[src/sv/pca_pkg.sv]
`default_nettype none
package pca_pkg;

  localparam int unsigned PriorityLevels = 3;
  localparam int unsigned QueueDepth     = 8;
  localparam int unsigned LeaseSlots     = 16;
  localparam int unsigned ByteWidth      = 40;
  localparam int unsigned CfgWidth       = 40;
  localparam int unsigned ReqTypeWidth   = 3;
  localparam int unsigned PrioWidth      = 2;
  localparam int unsigned TicketWidth    = 5;
  localparam int unsigned LeaseIdWidth   = 4;
  localparam int unsigned StatusWidth    = 3;

  localparam logic [ReqTypeWidth-1:0] ReqQueued  = 3'd0;
  localparam logic [ReqTypeWidth-1:0] ReqBest    = 3'd1;
  localparam logic [ReqTypeWidth-1:0] ReqCancel  = 3'd2;
  localparam logic [ReqTypeWidth-1:0] ReqReserve = 3'd3;
  localparam logic [ReqTypeWidth-1:0] ReqRelease = 3'd4;
  localparam logic [ReqTypeWidth-1:0] ReqClose   = 3'd5;

  localparam logic [StatusWidth-1:0] StOk      = 3'd0;
  localparam logic [StatusWidth-1:0] StQueued  = 3'd1;
  localparam logic [StatusWidth-1:0] StInvalid = 3'd2;
  localparam logic [StatusWidth-1:0] StAggr    = 3'd3;
  localparam logic [StatusWidth-1:0] StPerOp   = 3'd4;
  localparam logic [StatusWidth-1:0] StDenied  = 3'd5;
  localparam logic [StatusWidth-1:0] StNoSlot  = 3'd6;

  localparam logic CfgAggregate = 1'b0;
  localparam logic CfgPerOp     = 1'b1;

  // controller to datapath
  typedef struct packed {
    logic load;     // capture request, decide status
    logic scan;     // advance skipped heads
    logic grant;    // grant selected head, release the held result
    logic emit_st;  // release the held result as the final one
  } pca_cmd_t;

  // datapath to controller
  typedef struct packed {
    logic pump_req;  // request wants the pump afterward
    logic skip;      // some head is canceled and must be popped
    logic can_grant; // a head fits and a slot is free
  } pca_stat_t;

endpackage
`default_nettype wire

[src/sv/priority_credit_admission.sv]
// Byte-credit admission controller with three strict-priority queues and a lease table.
// A request is taken when start is high and busy is low. A request without a pump keeps
// busy high only through the evaluation state; its status result is held from load and
// then registered out with strobe_o, and a new request is taken once busy is low again.
// A request that runs the pump (queued admission, cancel, release, close) then pops
// each canceled head, grants each head that fits, stops, and ends in a closing state.
// Each result is held until the next pump step shows whether another follows: it goes
// out the cycle after the next grant, or in the closing cycle as the final one. Results
// last one cycle each and the receiver cannot stall them; last_o marks the final one.
`default_nettype none
module priority_credit_admission #(
  parameter int unsigned ByteWidth      = pca_pkg::ByteWidth
) (
  input  wire logic                              clk_i,
  input  wire logic                              rst_ni,
  input  wire logic                              start,
  output logic                                   busy,
  input  wire logic                              cfg_we_i,
  input  wire logic                              cfg_idx_i,
  input  wire logic [ByteWidth-1:0]              cfg_data_i,
  input  wire logic [pca_pkg::ReqTypeWidth-1:0]  req_type_i,
  input  wire logic [pca_pkg::PrioWidth-1:0]     priority_req_i,
  input  wire logic [ByteWidth-1:0]              peak_bytes_i,
  input  wire logic [ByteWidth-1:0]              baseline_bytes_i,
  input  wire logic [ByteWidth-1:0]              byte_count_i,
  input  wire logic [pca_pkg::LeaseIdWidth-1:0]  lease_id_i,
  input  wire logic [pca_pkg::TicketWidth-1:0]   ticket_id_i,
  output logic                                   strobe_o,
  output logic                                   kind_o,
  output logic [pca_pkg::StatusWidth-1:0]        status_o,
  output logic [pca_pkg::TicketWidth-1:0]        out_ticket_o,
  output logic [pca_pkg::LeaseIdWidth-1:0]       out_lease_o,
  output logic [ByteWidth-1:0]                   reserved_total_o,
  output logic                                   last_o
);

  pca_pkg::pca_cmd_t  cmd;
  pca_pkg::pca_stat_t stat;
  logic ctrl_last, last_q;

  pca_ctrl u_ctrl (
    .clk_i, .rst_ni, .start_i(start), .stat_i(stat), .cmd_o(cmd),
    .busy_o(busy), .last_o(ctrl_last)
  );

  pca_dp #(
    .ByteWidth(ByteWidth)
  ) u_dp (
    .clk_i, .rst_ni, .cmd_i(cmd), .stat_o(stat),
    .cfg_we_i, .cfg_idx_i, .cfg_data_i,
    .req_type_i, .priority_req_i, .peak_bytes_i, .baseline_bytes_i,
    .byte_count_i, .lease_id_i, .ticket_id_i,
    .res_valid_o(strobe_o), .kind_o, .status_o, .out_ticket_o, .out_lease_o,
    .reserved_total_o
  );

  always_ff @(posedge clk_i or negedge rst_ni) begin
    if (!rst_ni) last_q <= 1'b0;
    else         last_q <= ctrl_last;
  end

  assign last_o = strobe_o && last_q;

  property p_load_busy;
    @(posedge clk_i) disable iff (!rst_ni) cmd.load |=> busy;
  endproperty
  a_load_busy: assert property (p_load_busy) else $error("busy not raised after load");

  a_one_cmd: assert property (@(posedge clk_i) disable iff (!rst_ni)
    $onehot0({cmd.load, cmd.scan, cmd.grant, cmd.emit_st}))
    else $error("controller issued two commands");

  a_no_start_twice: assert property (@(posedge clk_i) disable iff (!rst_ni)
    cmd.load |=> !cmd.load) else $error("second load back to back");

endmodule
`default_nettype wire

[src/sv/pca_ctrl.sv]
`default_nettype none
module pca_ctrl (
  input  wire logic               clk_i,
  input  wire logic               rst_ni,
  input  wire logic               start_i,
  input  wire pca_pkg::pca_stat_t stat_i,
  output pca_pkg::pca_cmd_t       cmd_o,
  output logic                    busy_o,
  output logic                    last_o
);

  typedef enum logic [3:0] {
    S_IDLE = 4'b0001,
    S_EVAL = 4'b0010,
    S_PUMP = 4'b0100,
    S_DONE = 4'b1000
  } state_e;

  state_e state_q, state_d;

  always_comb begin
    state_d = state_q;
    cmd_o   = '0;
    last_o  = 1'b0;
    case (state_q)
      S_IDLE: begin
        if (start_i) begin
          cmd_o.load = 1'b1;
          state_d    = S_EVAL;
        end
      end
      S_EVAL: begin
        if (stat_i.pump_req) begin
          state_d = S_PUMP;
        end else begin
          cmd_o.emit_st = 1'b1;
          last_o        = 1'b1;
          state_d       = S_IDLE;
        end
      end
      S_PUMP: begin
        // one head per cycle: pop canceled, else grant, else stop
        if (stat_i.skip) begin
          cmd_o.scan = 1'b1;
        end else if (stat_i.can_grant) begin
          cmd_o.grant = 1'b1;
        end else begin
          // nothing follows, so the held result is the final one
          cmd_o.emit_st = 1'b1;
          last_o        = 1'b1;
          state_d       = S_DONE;
        end
      end
      S_DONE: begin
        state_d = S_IDLE;
      end
      default: state_d = S_IDLE;
    endcase
  end

  assign busy_o = (state_q != S_IDLE);

  always_ff @(posedge clk_i or negedge rst_ni) begin
    if (!rst_ni) begin
      state_q <= S_IDLE;
    end else begin
      state_q <= state_d;
    end
  end

endmodule
`default_nettype wire

[src/sv/pca_dp.sv]
`default_nettype none
module pca_dp #(
  parameter int unsigned ByteWidth      = pca_pkg::ByteWidth
) (
  input  wire logic                              clk_i,
  input  wire logic                              rst_ni,
  input  wire pca_pkg::pca_cmd_t                 cmd_i,
  output pca_pkg::pca_stat_t                     stat_o,
  input  wire logic                              cfg_we_i,
  input  wire logic                              cfg_idx_i,
  input  wire logic [ByteWidth-1:0]              cfg_data_i,
  input  wire logic [pca_pkg::ReqTypeWidth-1:0]  req_type_i,
  input  wire logic [pca_pkg::PrioWidth-1:0]     priority_req_i,
  input  wire logic [ByteWidth-1:0]              peak_bytes_i,
  input  wire logic [ByteWidth-1:0]              baseline_bytes_i,
  input  wire logic [ByteWidth-1:0]              byte_count_i,
  input  wire logic [pca_pkg::LeaseIdWidth-1:0]  lease_id_i,
  input  wire logic [pca_pkg::TicketWidth-1:0]   ticket_id_i,
  output logic                                   res_valid_o,
  output logic                                   kind_o,
  output logic [pca_pkg::StatusWidth-1:0]        status_o,
  output logic [pca_pkg::TicketWidth-1:0]        out_ticket_o,
  output logic [pca_pkg::LeaseIdWidth-1:0]       out_lease_o,
  output logic [ByteWidth-1:0]                   reserved_total_o
);

  localparam int unsigned PriorityLevels = pca_pkg::PriorityLevels;
  localparam int unsigned QueueDepth     = pca_pkg::QueueDepth;
  localparam int unsigned LeaseSlots     = pca_pkg::LeaseSlots;
  localparam int unsigned Tickets = PriorityLevels * QueueDepth;
  localparam int unsigned QW      = $clog2(QueueDepth);
  localparam int unsigned CW      = $clog2(QueueDepth + 1);
  localparam int unsigned TW      = pca_pkg::TicketWidth;
  localparam int unsigned LW      = pca_pkg::LeaseIdWidth;
  localparam int unsigned PW      = (PriorityLevels > 1) ? $clog2(PriorityLevels) : 1;
  localparam int unsigned SW      = (LeaseSlots > 1) ? $clog2(LeaseSlots) : 1;

  logic [ByteWidth-1:0] aggr_q, perop_q;
  logic [ByteWidth-1:0] qpeak_q [Tickets];
  logic [ByteWidth-1:0] qbase_q [Tickets];
  logic [Tickets-1:0]   pend_q;
  logic [QW-1:0]        head_q  [PriorityLevels];
  logic [CW-1:0]        count_q [PriorityLevels];
  logic [LeaseSlots-1:0] lvalid_q;
  logic [ByteWidth-1:0] lres_q  [LeaseSlots];
  logic [ByteWidth-1:0] lbase_q [LeaseSlots];
  logic [ByteWidth-1:0] total_q;

  // held result: the status after load, then each grant in turn
  logic [pca_pkg::StatusWidth-1:0] st_q, st_d;
  logic [TW-1:0]        tk_q, tk_d;
  logic [LW-1:0]        ls_q, ls_d;
  logic                 hk_q;
  logic                 pumpreq_q, pumpreq_d;
  logic                 rv_q, kind_q;
  logic [pca_pkg::StatusWidth-1:0] ost_q;
  logic [TW-1:0]        otk_q;
  logic [LW-1:0]        ols_q;
  logic [ByteWidth-1:0] rtot_q;

  // shared helpers
  logic [ByteWidth-1:0] eff;
  logic [ByteWidth-1:0] credit;
  assign eff    = (perop_q < aggr_q) ? perop_q : aggr_q;
  assign credit = (total_q > aggr_q) ? '0 : aggr_q - total_q;

  // first free slot
  logic          slot_found;
  logic [SW-1:0] slot_idx;
  always_comb begin
    slot_found = 1'b0;
    slot_idx   = '0;
    for (int i = LeaseSlots - 1; i >= 0; i--) begin
      if (!lvalid_q[i]) begin
        slot_found = 1'b1;
        slot_idx   = SW'(i);
      end
    end
  end

  // head selection for the pump
  logic          hsel_found, hsel_skip;
  logic [PW-1:0] hsel_p;
  logic [TW-1:0] hsel_t;
  always_comb begin
    hsel_found = 1'b0;
    hsel_skip  = 1'b0;
    hsel_p     = '0;
    for (int p = PriorityLevels - 1; p >= 0; p--) begin
      if (count_q[p] != '0) begin
        hsel_found = 1'b1;
        hsel_p     = PW'(p);
        hsel_skip  = !pend_q[p * QueueDepth + int'(head_q[p])];
      end
    end
    hsel_t = TW'(int'(hsel_p) * QueueDepth + int'(head_q[hsel_p]));
  end

  logic [ByteWidth-1:0] hpeak;
  assign hpeak = qpeak_q[hsel_t];

  assign stat_o.pump_req  = pumpreq_q;
  assign stat_o.skip      = hsel_found && hsel_skip;
  assign stat_o.can_grant = hsel_found && !hsel_skip && (hpeak <= credit) && slot_found;

  // request decode
  logic [ByteWidth:0]   pb_sum;
  logic [ByteWidth-1:0] lim_rem;
  logic                 prio_ok, lease_ok, any_pend_upto, any_pend;
  logic [QW-1:0]        tail;
  logic [TW-1:0]        new_t;
  logic [LW-1:0]        lid;
  logic [ByteWidth:0]   lb_lr;
  always_comb begin
    lid      = lease_id_i;
    pb_sum   = {1'b0, peak_bytes_i} + {1'b0, baseline_bytes_i};
    prio_ok  = int'(priority_req_i) < PriorityLevels;
    lease_ok = int'(lid) < LeaseSlots && lvalid_q[SW'(lid)];
    any_pend = |pend_q;
    any_pend_upto = 1'b0;
    for (int t = 0; t < Tickets; t++) begin
      if (pend_q[t] && (t / QueueDepth) <= int'(priority_req_i)) any_pend_upto = 1'b1;
    end
    tail  = QW'((int'(head_q[PW'(priority_req_i)]) + int'(count_q[PW'(priority_req_i)]))
                % QueueDepth);
    new_t = TW'(int'(priority_req_i) * QueueDepth + int'(tail));
    lb_lr = {1'b0, lbase_q[SW'(lid)]} + {1'b0, lres_q[SW'(lid)]};
    lim_rem = eff - lb_lr[ByteWidth-1:0];
  end

  logic [pca_pkg::StatusWidth-1:0] chk;
  always_comb begin
    if (!prio_ok || pb_sum[ByteWidth]) chk = pca_pkg::StInvalid;
    else if (peak_bytes_i > aggr_q) chk = pca_pkg::StAggr;
    else if (pb_sum[ByteWidth-1:0] > eff) chk = pca_pkg::StPerOp;
    else chk = pca_pkg::StOk;
  end

  // decision made at load, also computes state changes
  logic do_enq, do_best, do_cancel, do_res, do_rel, do_close;
  always_comb begin
    st_d = pca_pkg::StInvalid; tk_d = '0; ls_d = '0; pumpreq_d = 1'b0;
    do_enq = 1'b0; do_best = 1'b0; do_cancel = 1'b0;
    do_res = 1'b0; do_rel = 1'b0; do_close = 1'b0;
    case (req_type_i)
      pca_pkg::ReqQueued: begin
        if (chk != pca_pkg::StOk) st_d = chk;
        else if (int'(count_q[PW'(priority_req_i)]) >= QueueDepth) st_d = pca_pkg::StNoSlot;
        else begin
          st_d = pca_pkg::StQueued; tk_d = new_t; pumpreq_d = 1'b1; do_enq = 1'b1;
        end
      end
      pca_pkg::ReqBest: begin
        if (chk != pca_pkg::StOk) st_d = chk;
        else if (any_pend_upto || peak_bytes_i > credit) st_d = pca_pkg::StDenied;
        else if (!slot_found) st_d = pca_pkg::StNoSlot;
        else begin
          st_d = pca_pkg::StOk; ls_d = LW'(slot_idx); do_best = 1'b1;
        end
      end
      pca_pkg::ReqCancel: begin
        if (int'(ticket_id_i) >= Tickets) st_d = pca_pkg::StInvalid;
        else begin
          st_d = pca_pkg::StOk; pumpreq_d = 1'b1; do_cancel = 1'b1;
        end
      end
      pca_pkg::ReqReserve: begin
        if (byte_count_i == '0) st_d = pca_pkg::StOk;
        else if (!lease_ok) st_d = pca_pkg::StInvalid;
        else if (any_pend || lbase_q[SW'(lid)] > eff || lb_lr > {1'b0, eff}
                 || byte_count_i > lim_rem || byte_count_i > credit)
          st_d = pca_pkg::StDenied;
        else begin
          st_d = pca_pkg::StOk; do_res = 1'b1;
        end
      end
      pca_pkg::ReqRelease: begin
        if (!lease_ok || byte_count_i > lres_q[SW'(lid)]) st_d = pca_pkg::StInvalid;
        else if (byte_count_i == '0) st_d = pca_pkg::StOk;
        else begin
          st_d = pca_pkg::StOk; pumpreq_d = 1'b1; do_rel = 1'b1;
        end
      end
      pca_pkg::ReqClose: begin
        if (!lease_ok) st_d = pca_pkg::StInvalid;
        else begin
          st_d = pca_pkg::StOk; pumpreq_d = 1'b1; do_close = 1'b1;
        end
      end
      default: st_d = pca_pkg::StInvalid;
    endcase
  end

  // payload stores, no reset
  always_ff @(posedge clk_i) begin
    if (cmd_i.load && do_enq) begin
      qpeak_q[new_t] <= peak_bytes_i;
      qbase_q[new_t] <= baseline_bytes_i;
    end
    if (cmd_i.load && do_best) begin
      lres_q[slot_idx]  <= peak_bytes_i;
      lbase_q[slot_idx] <= baseline_bytes_i;
    end
    if (cmd_i.load && do_res) lres_q[SW'(lid)] <= lres_q[SW'(lid)] + byte_count_i;
    if (cmd_i.load && do_rel) lres_q[SW'(lid)] <= lres_q[SW'(lid)] - byte_count_i;
    if (cmd_i.load && do_close) lres_q[SW'(lid)] <= '0;
    if (cmd_i.grant) begin
      lres_q[slot_idx]  <= hpeak;
      lbase_q[slot_idx] <= qbase_q[hsel_t];
    end
    if (cmd_i.load) begin
      st_q <= st_d; tk_q <= tk_d; ls_q <= ls_d; hk_q <= 1'b0;
    end else if (cmd_i.grant) begin
      st_q <= pca_pkg::StOk; tk_q <= hsel_t; ls_q <= LW'(slot_idx); hk_q <= 1'b1;
    end
    // a result goes out once the next pump step shows whether more follow
    otk_q  <= tk_q;
    ols_q  <= ls_q;
    ost_q  <= st_q;
    rtot_q <= total_q;
  end

  always_ff @(posedge clk_i or negedge rst_ni) begin
    if (!rst_ni) begin
      aggr_q    <= '0;
      perop_q   <= '0;
      pend_q    <= '0;
      lvalid_q  <= '0;
      total_q   <= '0;
      pumpreq_q <= 1'b0;
      rv_q      <= 1'b0;
      kind_q    <= 1'b0;
      for (int p = 0; p < PriorityLevels; p++) begin
        head_q[p]  <= '0;
        count_q[p] <= '0;
      end
    end else begin
      if (cfg_we_i) begin
        if (cfg_idx_i == pca_pkg::CfgAggregate) aggr_q <= cfg_data_i;
        else perop_q <= cfg_data_i;
      end
      rv_q   <= cmd_i.emit_st || cmd_i.grant;
      kind_q <= hk_q;
      if (cmd_i.load) begin
        pumpreq_q <= pumpreq_d;
        if (do_enq) begin
          pend_q[new_t] <= 1'b1;
          count_q[PW'(priority_req_i)] <= count_q[PW'(priority_req_i)] + 1'b1;
        end
        if (do_best) begin
          lvalid_q[slot_idx] <= 1'b1;
          total_q <= total_q + peak_bytes_i;
        end
        if (do_cancel) pend_q[ticket_id_i] <= 1'b0;
        if (do_res) total_q <= total_q + byte_count_i;
        if (do_rel) total_q <= total_q - byte_count_i;
        if (do_close) begin
          total_q <= total_q - lres_q[SW'(lid)];
          lvalid_q[SW'(lid)] <= 1'b0;
        end
      end
      if (cmd_i.scan || cmd_i.grant) begin
        head_q[hsel_p]  <= QW'((int'(head_q[hsel_p]) + 1) % QueueDepth);
        count_q[hsel_p] <= count_q[hsel_p] - 1'b1;
      end
      if (cmd_i.grant) begin
        pend_q[hsel_t]     <= 1'b0;
        lvalid_q[slot_idx] <= 1'b1;
        total_q            <= total_q + hpeak;
      end
    end
  end

  // the total shown is the one after this result
  assign res_valid_o      = rv_q;
  assign kind_o           = kind_q;
  assign status_o         = ost_q;
  assign out_ticket_o     = otk_q;
  assign out_lease_o      = ols_q;
  assign reserved_total_o = rtot_q;

endmodule
`default_nettype wire
[config.mk]
export PLATFORM = sky130hd
export DESIGN_NAME = priority_credit_admission
export DESIGN_NICKNAME = d
export VERILOG_FILES = /design/src/sv/pca_pkg.sv /design/src/sv/priority_credit_admission.sv /design/src/sv/pca_ctrl.sv /design/src/sv/pca_dp.sv
export SDC_FILE = /design/constraint.sdc
export NUM_CORES = 2
export LEC_CHECK = 0
export BUFFER_PORTS_ARGS = -buffer_cell sky130_fd_sc_hd__buf_2
export CORE_AREA = 2 2 605 757
export CTS_CLUSTER_DIAMETER = 30
export CTS_CLUSTER_SIZE = 28
export DETAILED_ROUTE_END_ITERATION = 12
export DIE_AREA = 0 0 607 759
export PLACE_DENSITY = 0.55
export SLEW_MARGIN = 20
export SYNTH_ARGS = -nofsm -noshare
export SYNTH_HDL_FRONTEND = slang
export SYNTH_SLANG_ARGS = --single-unit
[constraint.sdc]
create_clock -name clk_i -period 14.25 [get_ports clk_i]
set_clock_uncertainty 0.1 [all_clocks]
set_input_delay 0.7125 -clock clk_i [delete_from_list [all_inputs] [get_ports clk_i]]
set_output_delay 0.7125 -clock clk_i [all_outputs]
set_load 0.02 [all_outputs]
# Word-level counts from Yosys, hierarchy flattened
# Memory sizes are Yosys's and may differ from the RTL's.
# Cells that the tools add are included.
# totals
rom_bits	0
ramBits	3200
latchBits	0
input_bits	179
ff_bits	254
word_cells	377
mem_count	4
# memory_table
name	depth	width	rd	rd_ports_with_merged_regs	write_ports	line	rtl
u_dp.qbase_q	24	40	1	0	1	pca_dp.sv:40	logic [ByteWidth-1:0] qbase_q [Tickets];
u_dp.qpeak_q	24	40	1	0	1	pca_dp.sv:39	logic [ByteWidth-1:0] qpeak_q [Tickets];
u_dp.lbase_q	16	40	1	0	1	pca_dp.sv:46	logic [ByteWidth-1:0] lbase_q [LeaseSlots];
u_dp.lres_q	16	40	1	0	1	pca_dp.sv:45	logic [ByteWidth-1:0] lres_q [LeaseSlots];
# classes
div_mod_pow	0
reduce_logical	62
n_addsub	19
n_eq_ne	12
shifts	0
magnitude_cmp	33
mul	0
bitwise_logic	16
muxes	207
# op_table
op	n
$mux 40	13
$gt 40x40->1	8
$sub 40x40->40	5
$add 40x40->40	4
$mux 4	32
$mux 24	5
$mux 1	93
$add 40x40->41	2
$mux 16	5
$lt 32x6->1 const B	2
$mux 3	19
$and 24x24->24	2
$not 24->24	2
$gt 41x40->1	1
$le 40x40->1	1
$logic_not 40->1	1
$lt 40x40->1	1
$reduce_or 40->1	1
$mux 12	3
$logic_and 1x1->1	33
$or 16x16->16	2
$mux 5	5
$bwmux 12	2
$or 24x24->24	1
57 further kinds	106

# Longest topological paths before layout
# depth
depth_word	35
ltp_mapped	82
depth_no_buf	76

# Modules after synthesis
# From an unflattened synthesis, not the netlist that was laid out.
# unflattened
hier_cells	10643
area_unflattened_um2	164285.1
# modules_own_cells
module	area_each_um2	cells_each	seq_area_each_um2	n_inst
pca_dp	164018.6	10614	102117.9	1
pca_ctrl	235.2	27	101.3	1
priority_credit_admission	31.3	2	25.0	1

# Worst setup path after synthesis
# OpenSTA, ideal clock, no wires.
# synth_timing
path_kind	input-to-reg
from	input lease_id_i[0] (netlist name)
to	register u_dp.total_q[39]
arrival_ns	18.444
stages	77
required_time_ns	14.027
setup_ns	0.123
path_slack_ns	-4.417
path_buffers	11
path_cell_list	clkbuf_1 > clkbuf_1 > buf_1 > buf_2 > buf_2 > clkbuf_1 > clkbuf_1 > buf_1 > mux4_2 > mux4_2 > ha_1 > a21o_1 > a21oi_1 > o21bai_1 > a21oi_1 > o21bai_1 > a21oi_1 > o21bai_1 > [... 41 more ...] > a21oi_1 > ha_1 > o21a_1 > nor2_1 > nor2_1 > nand3_1 > or3_1 > o21a_1 > a311o_1 > a31oi_1 > nor2_1 > o31ai_1 > o41ai_1 > o21a_1 > o21ai_0 > nor2b_1 > mux2i_1 > xnor2_1
# synth_between
elab_chain_cells	15
word_cells_on_any_way	32
classes_between	add/sub: 3; order compare: 4; mux: 15; reduce/logical: 8; memory: 2
# synth_rtl
element	line	rtl
start: declaration	priority_credit_admission.sv:26	input wire logic [pca_pkg::LeaseIdWidth-1:0] lease_id_i,
$mem_v2 16x40 (on tied branches)	n/a	
$add 40x40->41 / $gt 40x40->1 (equally long branches)	pca_dp.sv:127, pca_dp.sv:170	
$sub 40x40->40, or another cell as far along	pca_dp.sv:128	lim_rem = eff - lb_lr[ByteWidth-1:0];
$gt 40x40->1 / $logic_or 1x1->1 (equally long branches)	pca_dp.sv:171, pca_dp.sv:170	
$logic_or 1x1->1 (2 in a row)	pca_dp.sv:171	|| byte_count_i > lim_rem || byte_count_i > credit)
$mux 1	pca_dp.sv:170	else if (any_pend || lbase_q[SW'(lid)] > eff || lb_lr > {1'b0, eff}
$mux 1	pca_dp.sv:169	else if (!lease_ok) st_d = pca_pkg::StInvalid;
$mux 1	pca_dp.sv:168	if (byte_count_i == '0) st_d = pca_pkg::StOk;
$mux 1	pca_dp.sv:145	case (req_type_i)
$mux 40	pca_dp.sv:255	if (do_res) total_q <= total_q + byte_count_i;
$mux 40	pca_dp.sv:256	if (do_rel) total_q <= total_q - byte_count_i;
$mux 40	pca_dp.sv:257	if (do_close) begin
$mux 40	pca_dp.sv:244	if (cmd_i.load) begin
$mux 40	pca_dp.sv:266	if (cmd_i.grant) begin
end signal: assignment	pca_dp.sv:255	
end signal: assignment	pca_dp.sv:256	
end signal: assignment	pca_dp.sv:258	total_q <= total_q - lres_q[SW'(lid)];
end: declaration	pca_dp.sv:47	logic [ByteWidth-1:0] total_q;
# Several ways; a longest one is shown, not always the timed one. The select of a mux whose other input is x is not followed.
# A chain may end at the register's enable or synchronous reset.

# Worst setup path after layout
# layout_timing
from	register u_dp.perop_q[1]
to	register u_dp.total_q[39]
# layout_between
elab_chain_cells	16
word_cells_on_any_way	28
classes_between	add/sub: 1; order compare: 5; mux: 15; reduce/logical: 7
# layout_rtl
element	line	rtl
start: declaration	pca_dp.sv:38	logic [ByteWidth-1:0] aggr_q, perop_q;
start signal: assignment	pca_dp.sv:240	else perop_q <= cfg_data_i;
$lt 40x40->1	pca_dp.sv:64	assign eff = (perop_q < aggr_q) ? perop_q : aggr_q;
$mux 40 *	pca_dp.sv:64	
branches (longest 14 deep; another with $sub 40x40->40)	n/a	
# Mark *: on every way between the ends. The select of a mux whose other input is x is not followed.

==> qor.yml <==
status:
  status: "finished with violations"
  violations: "negative setup slack"
logic_synthesis:
  synth_area_um2: 158000
  synth_cell_types: 109
  synth.top_cell.area_share: 0.610
  synth_commonest_cells: "edfxtp_1 (3,212), mux4_2 (891), ha_1 (651)"
  synth_top_area_cell: "edfxtp_1"
  ys_ff_latch: 3454
  yosys_warnings: 0
  synth_area_per_cell_um2: 16.2
  synthArstFlopShare: 0.0547
  syn-num-nets: 10594
  post-synth-top-count-cell: "edfxtp_1"
  seq_area_frac_synth: 0.646
  synth_area_leaders: "edfxtp_1 (61%), mux4_2 (13%), ha_1 (5.1%), dfrtp_1 (3.0%), a21oi_1 (1.3%)"
  synth_ff_type: "edfxtp_1"
  synth_edf_count: 3212
  syn_inst: 9756
worst_hold_path:
  hold_depth: 1
  worstHoldStart: "peak_bytes_i[23]"
  whs_endpoint: "u_dp.qpeak_q[3][23]"
  hp-class: "primary input to flip-flop"
critical_path:
  worstReg2RegStart: "u_dp.perop_q[1]"
  slowest_delay_ns: 0.40
  cp_common_cell: "a21o_1"
  crit_path_max_fanout: 5
  cp.required_ns: 15.09
  criticalPathCategory: "flip-flop to flip-flop"
  reg2reg_depth: 74
  rr_endpoint: "u_dp.total_q[39]"
  reg2reg_slack_ns: -0.27
  cp_slowest_cell: "dfrtp_1"
  cp_data_arrival_time_ns: 15.36
  start_kind: "flip-flop"
  worstSetupEndpointType: "flip-flop"
clock_tree:
  numCtsBuffers: 589
  ctsHtreeMaxLevel: 6
  clk_pin_slew_worst_paths_ns: 0.05
  tritoncts: "yes"
  clock_path_buffers: 4
  clk_latency_ns: 1.09
  root_buffer: "clkbuf_16"
  cts_sinks: 3454
sta:
  report.final.slew_viol_count: 0
  hold_violations: 0
  grt_setup_unrepaired: "yes"
  fin_crit_sh: 1.02
  timing.final.ws_setup_ns: -0.267
  slew_headroom: 0.179
  fin_crit_ns: 14.52
  fmaxAchievable_mhz: 68.9
  worst_slew_pin_slew_ns: 1.22
  setup_viol: 5
global_routing:
  track_usage: 0.251
  first_global_vias: 103704
  grt_pass1_wl_um: 810000
  antenna_found_initial: 94
  overflow: 0
  grt_start_max_net_pins: 114
routing:
  viasPerCell: 5.72
  drtIter0Drc: 11113
  route.detailed.drc: 0
  wl_per_cell_um: 32.9
  num_vias: 102459
  wl_um: 589000
  ant_nets: 0
  drtPass1Iterations: 6
final_layout:
  instances_no_fill: 17916
  area.growth.synth_to_final_pct: 25.2
  fill_cells: 39805
  nets: 12217
  drive_gt1_frac: 0.304
floorplan:
  ios: 235
  initial_core_util: 0.348
  die_height_um: 759
  die-area_um2: 461000
  dieWidth_um: 607
  placementRows: 277
  core_um2: 454000
placement:
  hpwl_um: 396000
  dpl.cell_count: 16669
  gp_congestion: 1.01
  io_buffers: 234
pwr:
  power_mw: 36.3
  irDropWorstVdd_mv: 0.142
  power.leakage_nw: 69.7
  power_density_nw_per_um2: 183
job:
  drv_cap: 0
[worst max-delay path, delay by kind of cell (launching register included)]
| family | cells | cell delay, ns |
|---|---|---|
| buffers and inverters | 4 | 0.72 |
| XOR/XNOR | 4 | 0.62 |
| AND/OR/NAND/NOR | 17 | 3.00 |
| multiplexers | 3 | 0.45 |
| AO/OA/AOI/OAI | 41 | 7.70 |
| adder cells (fa/ha/maj) | 5 | 1.41 |
| flip-flops | 1 | 0.40 |
[power breakdown]
group | switching [mW] | internal, mW | total, mW
clock | 5.27 | 9.08 | 14.3
combinational | 5.91 | 4.59 | 10.5
sequential | 0.164 | 11.3 | 11.4
total | 11.3 | 25.0 | 36.3
[state kept, by name, indices dropped and copies added (netlist names), 3 cells and up]
name / cells
u_dp.qpeak_q: 960
u_dp.st_q: 3
u_dp.status_o: 3
u_dp.tk_q: 5
u_dp.aggr_q: 40
u_dp.lres_q: 640
u_dp.out_ticket_o: 5
u_dp.lvalid_q: 16
u_dp.perop_q: 40
u_dp.pend_q: 24
u_dp.lbase_q: 640
u_dp.head_q: 9
u_dp.count_q: 12
u_dp.total_q: 40
u_dp.out_lease_o: 4
u_dp.ls_q: 4
u_dp.reserved_total_o: 40
u_dp.qbase_q: 960
u_ctrl.state_q: 4
[worst max-delay path by stage]
stage                             from          endpoint  slack [ns]
floorplan                lease_id_i[0]  u_dp.total_q[39]       -0.77
global placement         lease_id_i[0]  u_dp.total_q[39]       -1.56
detailed placement       lease_id_i[0]  u_dp.total_q[39]       -1.51
CTS                     u_dp.aggr_q[1]  u_dp.total_q[39]       -0.37
global route        u_dp.lres_q[15][0]  u_dp.total_q[39]       -0.79
finish                 u_dp.perop_q[1]  u_dp.total_q[39]       -0.27
[per-stage QoR]
stage	cell area [um2]	hold WS [ns]	setup TNS [ns]	worst slack (ns)	utilization
finish	198000	0.0669	-0.735	-0.267	0.436
detailed placement	176000	0.228	-19.60	-1.51	0.387
CTS	197000	0.00418	-0.770	-0.372	0.435
floorplan	159000	0.223	-3.56	-0.774	-
global placement	176000	0.230	-20.72	-1.56	0.387
global route	198000	0.0409	-6.81	-0.792	0.436
[timing repair]
action / in CTS / in global routing
hold endpoints to repair: 306 / 0
hold buffers: 84 / 0
setup endpoints to repair: 20 / 25
resized for setup: 60 / 88
buffers inserted: 13 / 21
pin swaps: 80 / 82
[cells in the final DEF, fill, tap and decap left out, drive strengths merged, types with 56 or more instances in the layout]
| cell | instances |
|---|---|
| nor2b | 59 |
| dlygate4sd3 | 84 |
| nand2b | 68 |
| edfxtp | 3212 |
| clkinvlp | 60 |
| nor2 | 447 |
| bufinv | 69 |
| clkinv | 189 |
| and3 | 73 |
| nor3 | 131 |
| o22ai | 56 |
| a21o | 191 |
| dfrtp | 188 |
| ha | 651 |
| nand3 | 192 |
| mux2i | 132 |
| o21a | 62 |
| nand4 | 136 |
| buf | 1389 |
| clkbuf | 668 |
| a31oi | 78 |
| nand2 | 476 |
| xnor2 | 187 |
| inv | 371 |
| xor2 | 111 |
| mux4 | 891 |
| o211ai | 104 |
| a22oi | 168 |
| o21ai | 341 |
| a21oi | 419 |
[cell type report]
type | count | area [um2] | share of cell area
Inverter | 275 | 1040 | 0.00525
Timing Repair Buffer | 1474 | 11900 | 0.0602
Antenna cell | 49 | 123 | 0.000619
Multi-Input combinational cell | 5585 | 54900 | 0.277
Tap cell | 5998 | 7500 | 0.0379
Sequential cell | 3454 | 102000 | 0.516
Clock inverter | 414 | 5120 | 0.0258
Clock buffer | 667 | 15200 | 0.0768
[routing by layer]
metal | part of all wire | global-route usage
met5 | 0.00038 | 0
met4 | 0.062 | 0.137
met3 | 0.072 | 0.0489
met2 | 0.48 | 0.414
met1 | 0.38 | 0.309
[logic make-up after synthesis]
kind of cell / after synthesis / synth area share
muxes: 1075 / 0.139
xor gates and xnor gates: 298 / 0.0165
adders and majority gates: 659 / 0.0525
DFF: 3454 / 0.646
buffers and inverters: 717 / 0.0174
AOI/OAI and AO/OA: 1768 / 0.0733
and+or+nand+nor: 1785 / 0.0550
Note: power is estimated with default switching activity, not from simulation.
